--- config.mk ---
export PLATFORM = sky130hd
export DESIGN_NAME = sm3_hash_engine_flat
export DESIGN_NICKNAME = d
export VERILOG_FILES = /design/src/hw/rtl/sm3_pkg.sv /design/src/hw/rtl/sm3_if.sv /design/src/hw/rtl/sm3_ctrl.sv /design/src/hw/rtl/sm3_datapath.sv /design/src/hw/rtl/sm3_hash_engine.sv /design/src/flat_wrapper.sv
export SDC_FILE = /design/constraint.sdc
export NUM_CORES = 2
export LEC_CHECK = 0
export ABC_AREA = 1
export BUFFER_PORTS_ARGS = -buffer_cell sky130_fd_sc_hd__buf_2
export CORE_MARGIN = 5
export CORE_UTILIZATION = 54
export CTS_CLUSTER_DIAMETER = 60
export DETAILED_ROUTE_END_ITERATION = 8
export GPL_TIMING_DRIVEN = 0
export PLACE_DENSITY = 0.7
export SLEW_MARGIN = 25
export SYNTH_ARGS = -nofsm -noshare
export SYNTH_HDL_FRONTEND = slang
export SYNTH_SLANG_ARGS = --single-unit
--- constraint.sdc ---
create_clock -name clock -period 28.1 [get_ports clock]
set_input_delay 1.405 -clock clock [delete_from_list [all_inputs] [get_ports clock]]
set_output_delay 1.405 -clock clock [all_outputs]
set_load 0.01 [all_outputs]
--- src/hw/rtl/sm3_pkg.sv ---
// ----------------------------------------------------------------------------
// sm3_pkg
// Types, constants and round functions shared by the SM3 hash engine.
// ----------------------------------------------------------------------------
package sm3_pkg;

   localparam int WORD_BITS  = 32;
   localparam int BLOCK_WORDS = 16;
   localparam int CHAIN_WORDS = 8;
   localparam int LEN_BITS   = 64;

   localparam logic [WORD_BITS-1:0] SM3_T0 = 32'h79cc4519;
   localparam logic [WORD_BITS-1:0] SM3_T1 = 32'h7a879d8a;
   localparam logic [7:0]           PAD_BYTE = 8'h80;
   localparam logic [WORD_BITS-1:0] PAD_MARKER = {PAD_BYTE, 24'h000000};

   localparam logic [CHAIN_WORDS-1:0][WORD_BITS-1:0] SM3_IV = {
      32'hb0fb0e4e, 32'he38dee4d, 32'h163138aa, 32'ha96f30bc,
      32'hda8a0600, 32'h172442d7, 32'h4914b2b9, 32'h7380166f
   };

   typedef enum logic [2:0] {
      ST_IDLE,
      ST_PAD,
      ST_ROUND,
      ST_FINISH,
      ST_OUTPUT
   } ctrl_state_type;

   typedef enum logic [2:0] {
      PH_NONE,
      PH_MARKER,
      PH_ZEROS,
      PH_LEN_LO,
      PH_DONE
   } pad_phase_type;

   typedef enum logic [2:0] {
      SEL_DATA,
      SEL_TAIL,
      SEL_MARKER,
      SEL_ZERO,
      SEL_LEN_HI,
      SEL_LEN_LO
   } word_sel_type;

   typedef struct packed {
      logic         push;
      word_sel_type sel;
      logic         add_bits;
      logic         round_en;
      logic         finish_en;
      logic         out_advance;
      logic         clear;
   } dp_cmd_type;

   typedef struct packed {
      logic slot_full;
      logic slot_at_len;
      logic round_last;
      logic out_last;
   } dp_status_type;

   function automatic logic [WORD_BITS-1:0] rotl32(input logic [WORD_BITS-1:0] x,
                                                   input logic [4:0] n);
      logic [2*WORD_BITS-1:0] t;
      t = {x, x} << n;
      return t[2*WORD_BITS-1:WORD_BITS];
   endfunction

   function automatic logic [WORD_BITS-1:0] perm0(input logic [WORD_BITS-1:0] x);
      return x ^ rotl32(x, 5'd9) ^ rotl32(x, 5'd17);
   endfunction

   function automatic logic [WORD_BITS-1:0] perm1(input logic [WORD_BITS-1:0] x);
      return x ^ rotl32(x, 5'd15) ^ rotl32(x, 5'd23);
   endfunction

   // round constant already rotated left by the round number modulo 32
   function automatic logic [WORD_BITS-1:0] tj_rot(input logic [5:0] round);
      logic [WORD_BITS-1:0] base;
      base = (round < 6'd16) ? SM3_T0 : SM3_T1;
      return rotl32(base, round[4:0]);
   endfunction

endpackage

--- src/hw/rtl/sm3_if.sv ---
// ----------------------------------------------------------------------------
// sm3_if
// Valid/ready channels for message words in and digest words out.
// ----------------------------------------------------------------------------
interface sm3_req_if;
   logic        valid;
   logic        ready;
   logic [31:0] data_word;
   logic [2:0]  byte_count;
   logic        last_word;

   modport source (output valid, data_word, byte_count, last_word, input ready);
   modport sink   (input valid, data_word, byte_count, last_word, output ready);
endinterface

interface sm3_rsp_if;
   logic        valid;
   logic        ready;
   logic [31:0] digest_word;
   logic [2:0]  word_index;
   logic        digest_last;

   modport source (output valid, digest_word, word_index, digest_last, input ready);
   modport sink   (input valid, digest_word, word_index, digest_last, output ready);
endinterface

--- src/hw/rtl/sm3_ctrl.sv ---
// ----------------------------------------------------------------------------
// sm3_ctrl
// Sequencer: word intake, padding, round stepping and digest readout.
// ----------------------------------------------------------------------------
module sm3_ctrl (
   input  logic                  clock,
   input  logic                  reset,
   input  logic                  req_valid,
   input  logic                  req_last,
   input  logic                  req_short,
   output logic                  req_ready,
   input  logic                  rsp_ready,
   output logic                  rsp_valid,
   input  sm3_pkg::dp_status_type status,
   output sm3_pkg::dp_cmd_type   cmd
);
   import sm3_pkg::*;

   ctrl_state_type state_ff, state_in;
   pad_phase_type  phase_ff, phase_in;

   always_ff @(posedge clock) begin
      if (reset) begin
         state_ff <= ST_IDLE;
         phase_ff <= PH_NONE;
      end else begin
         state_ff <= state_in;
         phase_ff <= phase_in;
      end
   end

   always_comb begin
      state_in  = state_ff;
      phase_in  = phase_ff;
      req_ready = 1'b0;
      rsp_valid = 1'b0;
      cmd       = '{push: 1'b0, sel: SEL_DATA, add_bits: 1'b0, round_en: 1'b0,
                    finish_en: 1'b0, out_advance: 1'b0, clear: 1'b0};
      unique case (state_ff)
         ST_IDLE: begin
            req_ready = 1'b1;
            if (req_valid) begin
               cmd.push     = 1'b1;
               cmd.add_bits = 1'b1;
               cmd.sel      = req_short ? SEL_TAIL : SEL_DATA;
               if (!req_last) begin
                  phase_in = PH_NONE;
               end else if (req_short) begin
                  phase_in = PH_ZEROS;
               end else begin
                  phase_in = PH_MARKER;
               end
               if (status.slot_full) begin
                  state_in = ST_ROUND;
               end else if (req_last) begin
                  state_in = ST_PAD;
               end
            end
         end
         ST_PAD: begin
            cmd.push = 1'b1;
            unique case (phase_ff)
               PH_MARKER: begin
                  cmd.sel  = SEL_MARKER;
                  phase_in = PH_ZEROS;
               end
               PH_ZEROS: begin
                  if (status.slot_at_len) begin
                     cmd.sel  = SEL_LEN_HI;
                     phase_in = PH_LEN_LO;
                  end else begin
                     cmd.sel = SEL_ZERO;
                  end
               end
               PH_LEN_LO: begin
                  cmd.sel  = SEL_LEN_LO;
                  phase_in = PH_DONE;
               end
               default: begin
                  cmd.push = 1'b0;
                  state_in = ST_IDLE;
               end
            endcase
            if (cmd.push && status.slot_full) begin
               state_in = ST_ROUND;
            end
         end
         ST_ROUND: begin
            cmd.round_en = 1'b1;
            if (status.round_last) begin
               state_in = ST_FINISH;
            end
         end
         ST_FINISH: begin
            cmd.finish_en = 1'b1;
            unique case (phase_ff)
               PH_NONE: state_in = ST_IDLE;
               PH_DONE: state_in = ST_OUTPUT;
               default: state_in = ST_PAD;
            endcase
         end
         ST_OUTPUT: begin
            rsp_valid = 1'b1;
            if (rsp_ready) begin
               cmd.out_advance = 1'b1;
               if (status.out_last) begin
                  cmd.clear = 1'b1;
                  phase_in  = PH_NONE;
                  state_in  = ST_IDLE;
               end
            end
         end
         default: state_in = ST_IDLE;
      endcase
   end

endmodule

--- src/hw/rtl/sm3_datapath.sv ---
// ----------------------------------------------------------------------------
// sm3_datapath
// Block window, message expansion, one compression round per cycle,
// chaining value and bit length.
// ----------------------------------------------------------------------------
module sm3_datapath (
   input  logic                  clock,
   input  logic                  reset,
   input  logic [31:0]           data_word,
   input  logic [2:0]            byte_count,
   input  logic                  last_word,
   input  sm3_pkg::dp_cmd_type   cmd,
   output sm3_pkg::dp_status_type status,
   output logic [31:0]           digest_word,
   output logic [2:0]            word_index,
   output logic                  digest_last
);
   import sm3_pkg::*;

   logic [CHAIN_WORDS-1:0][WORD_BITS-1:0] chain_ff, chain_in;
   logic [BLOCK_WORDS-1:0][WORD_BITS-1:0] win_ff, win_in;
   logic [CHAIN_WORDS-1:0][WORD_BITS-1:0] regs_ff, regs_in, regs_next;
   logic [LEN_BITS-1:0] bits_ff, bits_in;
   logic [3:0]          slot_ff, slot_in;
   logic [5:0]          round_ff, round_in;
   logic [2:0]          out_idx_ff, out_idx_in;

   logic [WORD_BITS-1:0] push_word, tail_word, new_w;
   logic [WORD_BITS-1:0] a12, ss1, ss2, ff_val, gg_val, tt1, tt2;
   logic [2:0]           cnt_eff;
   logic                 block_done;

   assign block_done = cmd.push && (slot_ff == 4'd15);

   // effective byte count: full word unless a last word says fewer
   always_comb begin
      if (!last_word || byte_count > 3'd4) begin
         cnt_eff = 3'd4;
      end else begin
         cnt_eff = byte_count;
      end
   end

   // last partial word with its pad byte in place
   always_comb begin
      case (cnt_eff[1:0])
         2'd0:    tail_word = PAD_MARKER;
         2'd1:    tail_word = {data_word[31:24], PAD_BYTE, 16'h0000};
         2'd2:    tail_word = {data_word[31:16], PAD_BYTE, 8'h00};
         default: tail_word = {data_word[31:8], PAD_BYTE};
      endcase
   end

   always_comb begin
      unique case (cmd.sel)
         SEL_DATA:   push_word = data_word;
         SEL_TAIL:   push_word = tail_word;
         SEL_MARKER: push_word = PAD_MARKER;
         SEL_ZERO:   push_word = '0;
         SEL_LEN_HI: push_word = bits_ff[LEN_BITS-1:WORD_BITS];
         SEL_LEN_LO: push_word = bits_ff[WORD_BITS-1:0];
         default:    push_word = '0;
      endcase
   end

   // expansion: window holds w[j..j+15], new word is w[j+16]
   assign new_w = perm1(win_ff[0] ^ win_ff[7] ^ rotl32(win_ff[13], 5'd15))
                  ^ rotl32(win_ff[3], 5'd7) ^ win_ff[10];

   always_comb begin
      a12 = rotl32(regs_ff[0], 5'd12);
      ss1 = rotl32(a12 + regs_ff[4] + tj_rot(round_ff), 5'd7);
      ss2 = ss1 ^ a12;
      if (round_ff < 6'd16) begin
         ff_val = regs_ff[0] ^ regs_ff[1] ^ regs_ff[2];
         gg_val = regs_ff[4] ^ regs_ff[5] ^ regs_ff[6];
      end else begin
         ff_val = (regs_ff[0] & regs_ff[1]) | (regs_ff[0] & regs_ff[2])
                  | (regs_ff[1] & regs_ff[2]);
         gg_val = (regs_ff[4] & regs_ff[5]) | (~regs_ff[4] & regs_ff[6]);
      end
      tt1 = ff_val + regs_ff[3] + ss2 + (win_ff[0] ^ win_ff[4]);
      tt2 = gg_val + regs_ff[7] + ss1 + win_ff[0];
      regs_next[0] = tt1;
      regs_next[1] = regs_ff[0];
      regs_next[2] = rotl32(regs_ff[1], 5'd9);
      regs_next[3] = regs_ff[2];
      regs_next[4] = perm0(tt2);
      regs_next[5] = regs_ff[4];
      regs_next[6] = rotl32(regs_ff[5], 5'd19);
      regs_next[7] = regs_ff[6];
   end

   always_comb begin
      win_in     = win_ff;
      slot_in    = slot_ff;
      regs_in    = regs_ff;
      round_in   = round_ff;
      chain_in   = chain_ff;
      bits_in    = bits_ff;
      out_idx_in = out_idx_ff;

      if (cmd.push) begin
         win_in  = {push_word, win_ff[BLOCK_WORDS-1:1]};
         slot_in = slot_ff + 4'd1;
      end else if (cmd.round_en) begin
         win_in = {new_w, win_ff[BLOCK_WORDS-1:1]};
      end

      if (block_done) begin
         regs_in  = chain_ff;
         round_in = '0;
      end else if (cmd.round_en) begin
         regs_in  = regs_next;
         round_in = round_ff + 6'd1;
      end

      if (cmd.finish_en) begin
         chain_in = chain_ff ^ regs_ff;
      end

      if (cmd.add_bits) begin
         bits_in = bits_ff + {{(LEN_BITS-6){1'b0}}, cnt_eff, 3'b000};
      end

      if (cmd.out_advance) begin
         out_idx_in = out_idx_ff + 3'd1;
      end

      if (cmd.clear) begin
         chain_in   = SM3_IV;
         bits_in    = '0;
         slot_in    = '0;
         out_idx_in = '0;
      end
   end

   always_ff @(posedge clock) begin
      if (reset) begin
         chain_ff   <= SM3_IV;
         regs_ff    <= '0;
         bits_ff    <= '0;
         slot_ff    <= '0;
         round_ff   <= '0;
         out_idx_ff <= '0;
      end else begin
         chain_ff   <= chain_in;
         regs_ff    <= regs_in;
         bits_ff    <= bits_in;
         slot_ff    <= slot_in;
         round_ff   <= round_in;
         out_idx_ff <= out_idx_in;
      end
   end

   always_ff @(posedge clock) begin
      win_ff <= win_in;
   end

   assign status.slot_full   = (slot_ff == 4'd15);
   assign status.slot_at_len = (slot_ff == 4'd14);
   assign status.round_last  = (round_ff == 6'd63);
   assign status.out_last    = (out_idx_ff == 3'd7);

   assign digest_word = chain_ff[out_idx_ff];
   assign word_index  = out_idx_ff;
   assign digest_last = (out_idx_ff == 3'd7);

endmodule

--- src/hw/rtl/sm3_hash_engine.sv ---
// ----------------------------------------------------------------------------
// sm3_hash_engine
// SM3 hash over a stream of big-endian 32-bit message words.
// ----------------------------------------------------------------------------
// Message words are taken one per cycle until a 16-word block is full; the
// block then runs 64 compression rounds on a single round unit, one round per
// cycle, after which the result is folded into the chaining value. After the
// word marked last, the engine inserts the padding and length words at one
// per cycle, pausing while a full block is compressed (up to 18 words, one or
// two more compressions), and then presents the eight digest words, index 0
// first, on the response channel.
// No new word is taken until the last digest word has been accepted; the
// engine is then back at the initial vector for the next message.
module sm3_hash_engine (
   input  logic     clock,
   input  logic     reset,
   sm3_req_if.sink  req_if,
   sm3_rsp_if.source rsp_if
);
   import sm3_pkg::*;

   dp_cmd_type    cmd;
   dp_status_type status;
   logic          req_short;

   assign req_short = req_if.last_word && (req_if.byte_count < 3'd4);

   sm3_ctrl u_ctrl (
      .clock     (clock),
      .reset     (reset),
      .req_valid (req_if.valid),
      .req_last  (req_if.last_word),
      .req_short (req_short),
      .req_ready (req_if.ready),
      .rsp_ready (rsp_if.ready),
      .rsp_valid (rsp_if.valid),
      .status    (status),
      .cmd       (cmd)
   );

   sm3_datapath u_datapath (
      .clock       (clock),
      .reset       (reset),
      .data_word   (req_if.data_word),
      .byte_count  (req_if.byte_count),
      .last_word   (req_if.last_word),
      .cmd         (cmd),
      .status      (status),
      .digest_word (rsp_if.digest_word),
      .word_index  (rsp_if.word_index),
      .digest_last (rsp_if.digest_last)
   );

endmodule
--- src/flat_wrapper.sv ---
// flat-port wrapper written by rule: the top's interface ports become plain ports
module sm3_hash_engine_flat import sm3_pkg::*;
  (clock, reset, req_if_valid, req_if_data_word, req_if_byte_count, req_if_last_word, req_if_ready, rsp_if_valid, rsp_if_digest_word, rsp_if_word_index, rsp_if_digest_last, rsp_if_ready);
  sm3_req_if req_if_i ();
  sm3_rsp_if rsp_if_i ();
  input  logic clock;
  input  logic reset;
  input wire logic [$bits(req_if_i.valid)-1:0] req_if_valid;
  input wire logic [$bits(req_if_i.data_word)-1:0] req_if_data_word;
  input wire logic [$bits(req_if_i.byte_count)-1:0] req_if_byte_count;
  input wire logic [$bits(req_if_i.last_word)-1:0] req_if_last_word;
  output wire logic [$bits(req_if_i.ready)-1:0] req_if_ready;
  output wire logic [$bits(rsp_if_i.valid)-1:0] rsp_if_valid;
  output wire logic [$bits(rsp_if_i.digest_word)-1:0] rsp_if_digest_word;
  output wire logic [$bits(rsp_if_i.word_index)-1:0] rsp_if_word_index;
  output wire logic [$bits(rsp_if_i.digest_last)-1:0] rsp_if_digest_last;
  input wire logic [$bits(rsp_if_i.ready)-1:0] rsp_if_ready;
  assign req_if_i.valid = req_if_valid;
  assign req_if_i.data_word = req_if_data_word;
  assign req_if_i.byte_count = req_if_byte_count;
  assign req_if_i.last_word = req_if_last_word;
  assign req_if_ready = req_if_i.ready;
  assign rsp_if_valid = rsp_if_i.valid;
  assign rsp_if_digest_word = rsp_if_i.digest_word;
  assign rsp_if_word_index = rsp_if_i.word_index;
  assign rsp_if_digest_last = rsp_if_i.digest_last;
  assign rsp_if_i.ready = rsp_if_ready;
  sm3_hash_engine u_core (.clock(clock), .reset(reset), .req_if(req_if_i), .rsp_if(rsp_if_i));
endmodule
# After elaboration in Yosys (flattened, before gate mapping)
# Index checks and enable logic that the tools add are counted.
# word_totals
word_cells,165
output_inout_bits,38
regBits,1107
inputBits,40
# op_classes
bitwise,24
n_reduce_logical,17
n_mux,43
magnitude_cmp,4
shifts,1
add_sub_neg,12
n_eq_ne,26
# op_table
cell,count
$mux W512,2
$mux W256,2
$xor A32 B32 Y32,14
$add A32 B32 Y32,8
$xor A256 B256 Y256,1
$and A32 B32 Y32,5
$pmux W32 S5,1
$bmux W32 S3,1
$mux W32,3
$or A32 B32 Y32,3
$pmux W32 S3,1
$add A64 B6 Y64,1
$shl A63 B5 Y64,1
$mux W3,12
$not A32 Y32,1
$pmux W3 S3,3
$mux W26,1
$eq A3 B2 Y1 const B,5
$eq A3 B3 Y1 const B,5
$pmux W3 S5,1
$reduce_and A6 Y1,2
$eq A3 B1 Y1 const B,3
$logic_not A3 Y1,3
$mux W1,9
28 further kinds,39

# Depth between registers and ports, before layout
# logic_depth
ltp_word,11
mapped_depth,48
depth_no_buf,47

# Hierarchy
# From an unflattened synthesis, not the netlist that was laid out.
# hier_totals
hier_cells,6998
hier_area_um2,59804.9
# modules_own_cells
module,instances,cells_per_inst,area_each_um2,seq_area_each_um2
sm3_datapath,1,6898,59243.1,27106.0
sm3_ctrl,1,98,551.8,120.1
sm3_hash_engine,1,2,10.0,0.0

# Least setup slack after synthesis
# OpenSTA, ideal clock, no wires.
# synth_timing
kind,input to register
from,input req_if_valid
to,"register u_core.u_datapath.win_ff[0] in the netlist's numbering, enable pin"
stages,6
n_path_buf,2
setup_ns,3.632
required_time_ns,24.468
arrival_time_ns,10.683
slack_ns,13.786
path_cell_list,inv_1 nor2_8 nor2_4 clkbuf_1 clkbuf_1 nand2_1
# synth_between
elab_chain_len,3
# synth_rtl
element,line_no,text
start: declaration,flat_wrapper.sv:8,input wire logic [$bits(req_if_i.valid)-1:0] req_if_valid;
$mux W5,sm3_ctrl.sv:42,if (req_valid) begin
$pmux W4 S2,sm3_ctrl.sv:39,unique case (state_ff)
$reduce_bool A2 Y1 (no source line),-,
end signal: assignment,sm3_datapath.sv:157,win_ff <= win_in;
end: declaration,sm3_datapath.sv:21,"logic [BLOCK_WORDS-1:0][WORD_BITS-1:0] win_ff, win_in;"
# Every way passes these cells.
# A chain may end at the register's enable or synchronous reset.

# Final worst setup path
# layout_timing
from,register u_core.u_datapath.round_ff[4]
to,register u_core.u_datapath.regs_ff (netlist bit u_core.u_datapath.a12[6])
# layout_between
elab_chain_len,9
elab_cells_between_ends,11
classes_between,add/sub: 4; order compare: 1; shift: 1; mux: 4; bitwise: 1
# layout_rtl
element,line_no,text
start: declaration,sm3_datapath.sv:25,"logic [5:0] round_ff, round_in;"
start signal: assignment,sm3_datapath.sv:151,round_ff <= round_in;
$lt A6 B5 Y1,"sm3_pkg.sv:82, sm3_datapath.sv:74",
$mux W26,sm3_pkg.sv:82,base = (round < 6'd16) ? SM3_T0 : SM3_T1;
$shl A63 B5 Y64,sm3_pkg.sv:67,"t = {x, x} << n;"
$add A32 B32 Y32,sm3_datapath.sv:72,"ss1 = rotl32(a12 + regs_ff[4] + tj_rot(round_ff), 5'd7);"
$xor A32 B32 Y32,sm3_datapath.sv:73,ss2 = ss1 ^ a12;
$add A32 B32 Y32 (*) (2 in series),sm3_datapath.sv:82,tt1 = ff_val + regs_ff[3] + ss2 + (win_ff[0] ^ win_ff[4]);
$mux W256 (*),sm3_datapath.sv:113,end else if (cmd.round_en) begin
$mux W256 (*),sm3_datapath.sv:110,if (block_done) begin
end signal: assignment,sm3_datapath.sv:148,regs_ff <= regs_in;
end: declaration,sm3_datapath.sv:22,"logic [CHAIN_WORDS-1:0][WORD_BITS-1:0] regs_ff, regs_in, regs_next;"
# Every way passes the cells marked *; elsewhere a longest branch is shown, timed or not. The select of a mux whose other input is x is not followed.

==> results.json <==
{
  "cts.sinks": 1104,
  "die_h_um": 341,
  "routabilityCongestion": 1.12,
  "post_cts_resized": 0,
  "hp-class": "reg -> reg",
  "fill_cells": 9611,
  "synth_cell_types": 58,
  "cts_setup_buffers": 0,
  "grt_pass1_wl_um": 365000,
  "cts_max_path_buffers": 3,
  "wl_per_cell_um": 30.7,
  "dieArea_um2": 117000,
  "violations": "design-rule violations",
  "synth_nets": 7182,
  "clock_skew_ns": 0.0854,
  "drive_above_1_share_pct": 6.37,
  "fin_crit_ns": 9.50,
  "worstSetupStartpointType": "flip-flop",
  "grt_max_degree": 60,
  "whs_endpoint": "u_core.u_datapath.win_ff[416]$_DFFE_PP_",
  "cts_hold_buf": 0,
  "grt_pass1_vias": 49400,
  "portBuffers": 76,
  "critPathMaxStageDelay_ns": 1.00,
  "synth_area_leaders": "edfxtp_1 (26%), dfxtp_1 (20%), nand2_1 (9.1%), fa_1 (6.4%), inv_1 (5.8%)",
  "hold_start": "u_core.u_datapath.win_ff[448]$_DFFE_PP_",
  "ys_async_sr_fraction_pct": 0,
  "avgSynthCellArea_um2": 8.67,
  "relSlewSlack_pct": 15.8,
  "ys.flop_type": "dfxtp_1",
  "cp.required_ns": 28.74,
  "synth_edf_count": 512,
  "end_kind": "flip-flop",
  "rows": 121,
  "drtAntennaViolNets": 0,
  "synth_common_cells": "nand2_1 (1443), inv_1 (919), dfxtp_1 (592), o21ai_0 (557), edfxtp_1 (512)",
  "dr.pass1.iters": 9,
  "drc": 7,
  "rr_startpoint": "u_core.u_datapath.round_ff[4]$_SDFFE_PP0P_",
  "syn_inst": 6847,
  "status": "finished with violations",
  "die_w_um": 341,
  "crit_path_frequent_cell": "nand2_1",
  "clockRootBuffer": "clkbuf_16",
  "routed_wl_um": 264000,
  "grt-ovfl-total": 0,
  "synth-seq-cells": 1104,
  "r2r_end": "u_core.u_datapath.a12[6]$_SDFFE_PP0P_",
  "setup_tns_ns": 0,
  "seq_area_frac_synth_pct": 45.9,
  "vdd_drop_max_v": 0.0000634,
  "holdWs_ns": 0.408,
  "drt_iter0_markers": 7855,
  "vias_per_cell": 6.27,
  "power.leakage_nw": 26.2,
  "cp_data_arrival_time_ns": 10.14,
  "rsz0062_at_grt": "no",
  "dp_hpwl_um": 206000,
  "whs_path_depth": 0,
  "syn_to_final_growth_pct": 11.2,
  "synth_area_um2": 59300,
  "clk_pin_slew_ns": 0.06,
  "cap_violations": 0,
  "path_class": "reg -> reg",
  "yosys_warnings": 0,
  "synth_top_cell_area_share_pct": 25.9,
  "r2r_slack_ns": 18.60,
  "ioPinCount": 78,
  "cts_max_level": 3,
  "synth_most_common_cell": "nand2_1",
  "power_density_nw_per_um2": 63.5,
  "insertion_delay_ns": 0.78,
  "path_max_fanout": 10,
  "final_hold_viol_count": 0,
  "fmax_mhz": 105,
  "cpMaxStageDelayCell": "xor2_1",
  "tightest_slew_ns": 1.26,
  "core_area_um2": 109000,
  "grt.total_usage_pct": 44.2,
  "synth_top_cell_by_area": "edfxtp_1",
  "cts_tree": "yes",
  "initial_core_util_pct": 54.4,
  "slew_violations": 0,
  "period_share_pct": 33.8,
  "via_count": 53800,
  "antenna_found_initial": 14,
  "nets": 7390,
  "reg2reg_depth": 31,
  "finalSetupViolCount": 0,
  "cts-buffers-inserted": 120
}
cell type report:
class	count	area, µm²	area share (%)
Sequential cell	1104	27200	41.3
Timing Repair Buffer	86	626	0.948
Buffer	281	1150	1.75
Clock inverter	77	887	1.34
Inverter	934	3510	5.32
Antenna cell	7	17.5	0.0266
Clock buffer	149	3240	4.91
Multi-Input combinational cell	4528	27500	41.7
Tap cell	1414	1770	2.68
flip-flops by register name, summed over array words and instances (netlist names):
register	flops
u_core.u_ctrl.phase_ff	3
u_core.u_ctrl.state_ff	3
u_core.u_datapath.a12	32
u_core.u_datapath.bits_ff	61
u_core.u_datapath.chain_ff	256
u_core.u_datapath.regs_ff	224
u_core.u_datapath.round_ff	6
u_core.u_datapath.slot_ff	4
u_core.u_datapath.win_ff	512
u_core.u_datapath.word_index	3
per-layer routing:
metal | global-route usage [%] | share of wire (%)
met5 | 0 | 0.0087
met3 | 14.1 | 13
met4 | 35.9 | 11
met1 | 54.0 | 35
met2 | 64.2 | 41
worst max-delay path by stage:
stage / startpoint / end / slack, ns / cells past startpoint
after floorplan: req_if_valid / u_core.u_datapath.win_ff[0]$_DFFE_PP_ / 13.79 / 6
after global placement: u_core.u_ctrl.state_ff[0]$_SDFFE_PP0P_ / u_core.u_datapath.win_ff[214]$_DFFE_PP_ / 8.58 / 5
after detailed placement: u_core.u_datapath.round_ff[4]$_SDFFE_PP0P_ / u_core.u_datapath.a12[11]$_SDFFE_PP0P_ / 19.07 / 30
after CTS: u_core.u_datapath.round_ff[4]$_SDFFE_PP0P_ / u_core.u_datapath.a12[11]$_SDFFE_PP0P_ / 19.04 / 30
after global routing: u_core.u_datapath.round_ff[4]$_SDFFE_PP0P_ / u_core.u_datapath.a12[11]$_SDFFE_PP0P_ / 18.42 / 31
final: u_core.u_datapath.round_ff[4]$_SDFFE_PP0P_ / u_core.u_datapath.a12[6]$_SDFFE_PP0P_ / 18.60 / 31
cells in the final DEF (no fill, tap or decap), types with 34 or more instances in the layout:
cell       Yosys  routed
o22ai_1       45      45
clkbuf_1     182     186
nand3b_1      65      65
fa_1         189     189
dfxtp_1      592     592
xnor2_1      124     120
edfxtp_1     512     512
nand2_1     1443    1442
o221ai_1     149     149
buf_2         61     138
nand3_1      417     417
ha_1         106     106
a31oi_1       79      79
or2_2         41      41
mux2i_1       34      34
nand4_1       43      43
clkbuf_16      0     120
o211ai_1      44      44
xor2_1       330     325
o21ai_0      557     557
nor3_1        56      56
nor2_1       321     321
a21oi_1      368     368
buf_1         36      35
inv_1        919     919
kinds of logic after synthesis:
group	after synthesis	share of synthesized area, %
AND/OR/NAND/NOR	2438	17.6
multiplexers	34	0.574
adder cells (fa/ha/maj)	295	8.61
buffers and inverters	1215	7.84
AO/OA/AOI/OAI	1304	12.7
flip-flops	1104	45.9
XOR/XNOR	457	6.81
metrics by stage:
step / cell area (µm²) / setup slack, ns / utilization [%] / total power, mW / instances
final: 66000 / 18.60 / 60.5 / 4.19 / 8580
after global routing: 66000 / 18.42 / 60.5 / 4.31 / 8574
after CTS: 65900 / 19.04 / 60.5 / 4.17 / 8573
after detailed placement: 61800 / 19.07 / 56.7 / 2.55 / 8347
after global placement: 61500 / 8.58 / 56.4 / 2.58 / 8337
after floorplan: 59300 / 13.79 / - / 2.36 / 6847
power by group:
| part | switching, mW | internal (mW) | leakage [nW] | total [mW] |
|---|---|---|---|---|
| Combinational | 0.441 | 0.205 | 14.4 | 0.646 |
| Sequential | 0.0669 | 1.83 | 9.75 | 1.90 |
| Clock | 0.715 | 0.932 | 2.01 | 1.65 |
| Total | 1.22 | 2.97 | 26.2 | 4.19 |
critical path, delay by kind of cell (launching register included):
kind | cells | cell delay (ns)
compound gates | 5 | 1.35
xor+xnor | 2 | 1.55
fa+ha+maj | 5 | 2.33
buf+inv | 4 | 1.29
flops | 1 | 0.29
mux | 1 | 0.14
simple gates | 14 | 2.45
No activity file was read; power rests on OpenSTA's default activity.
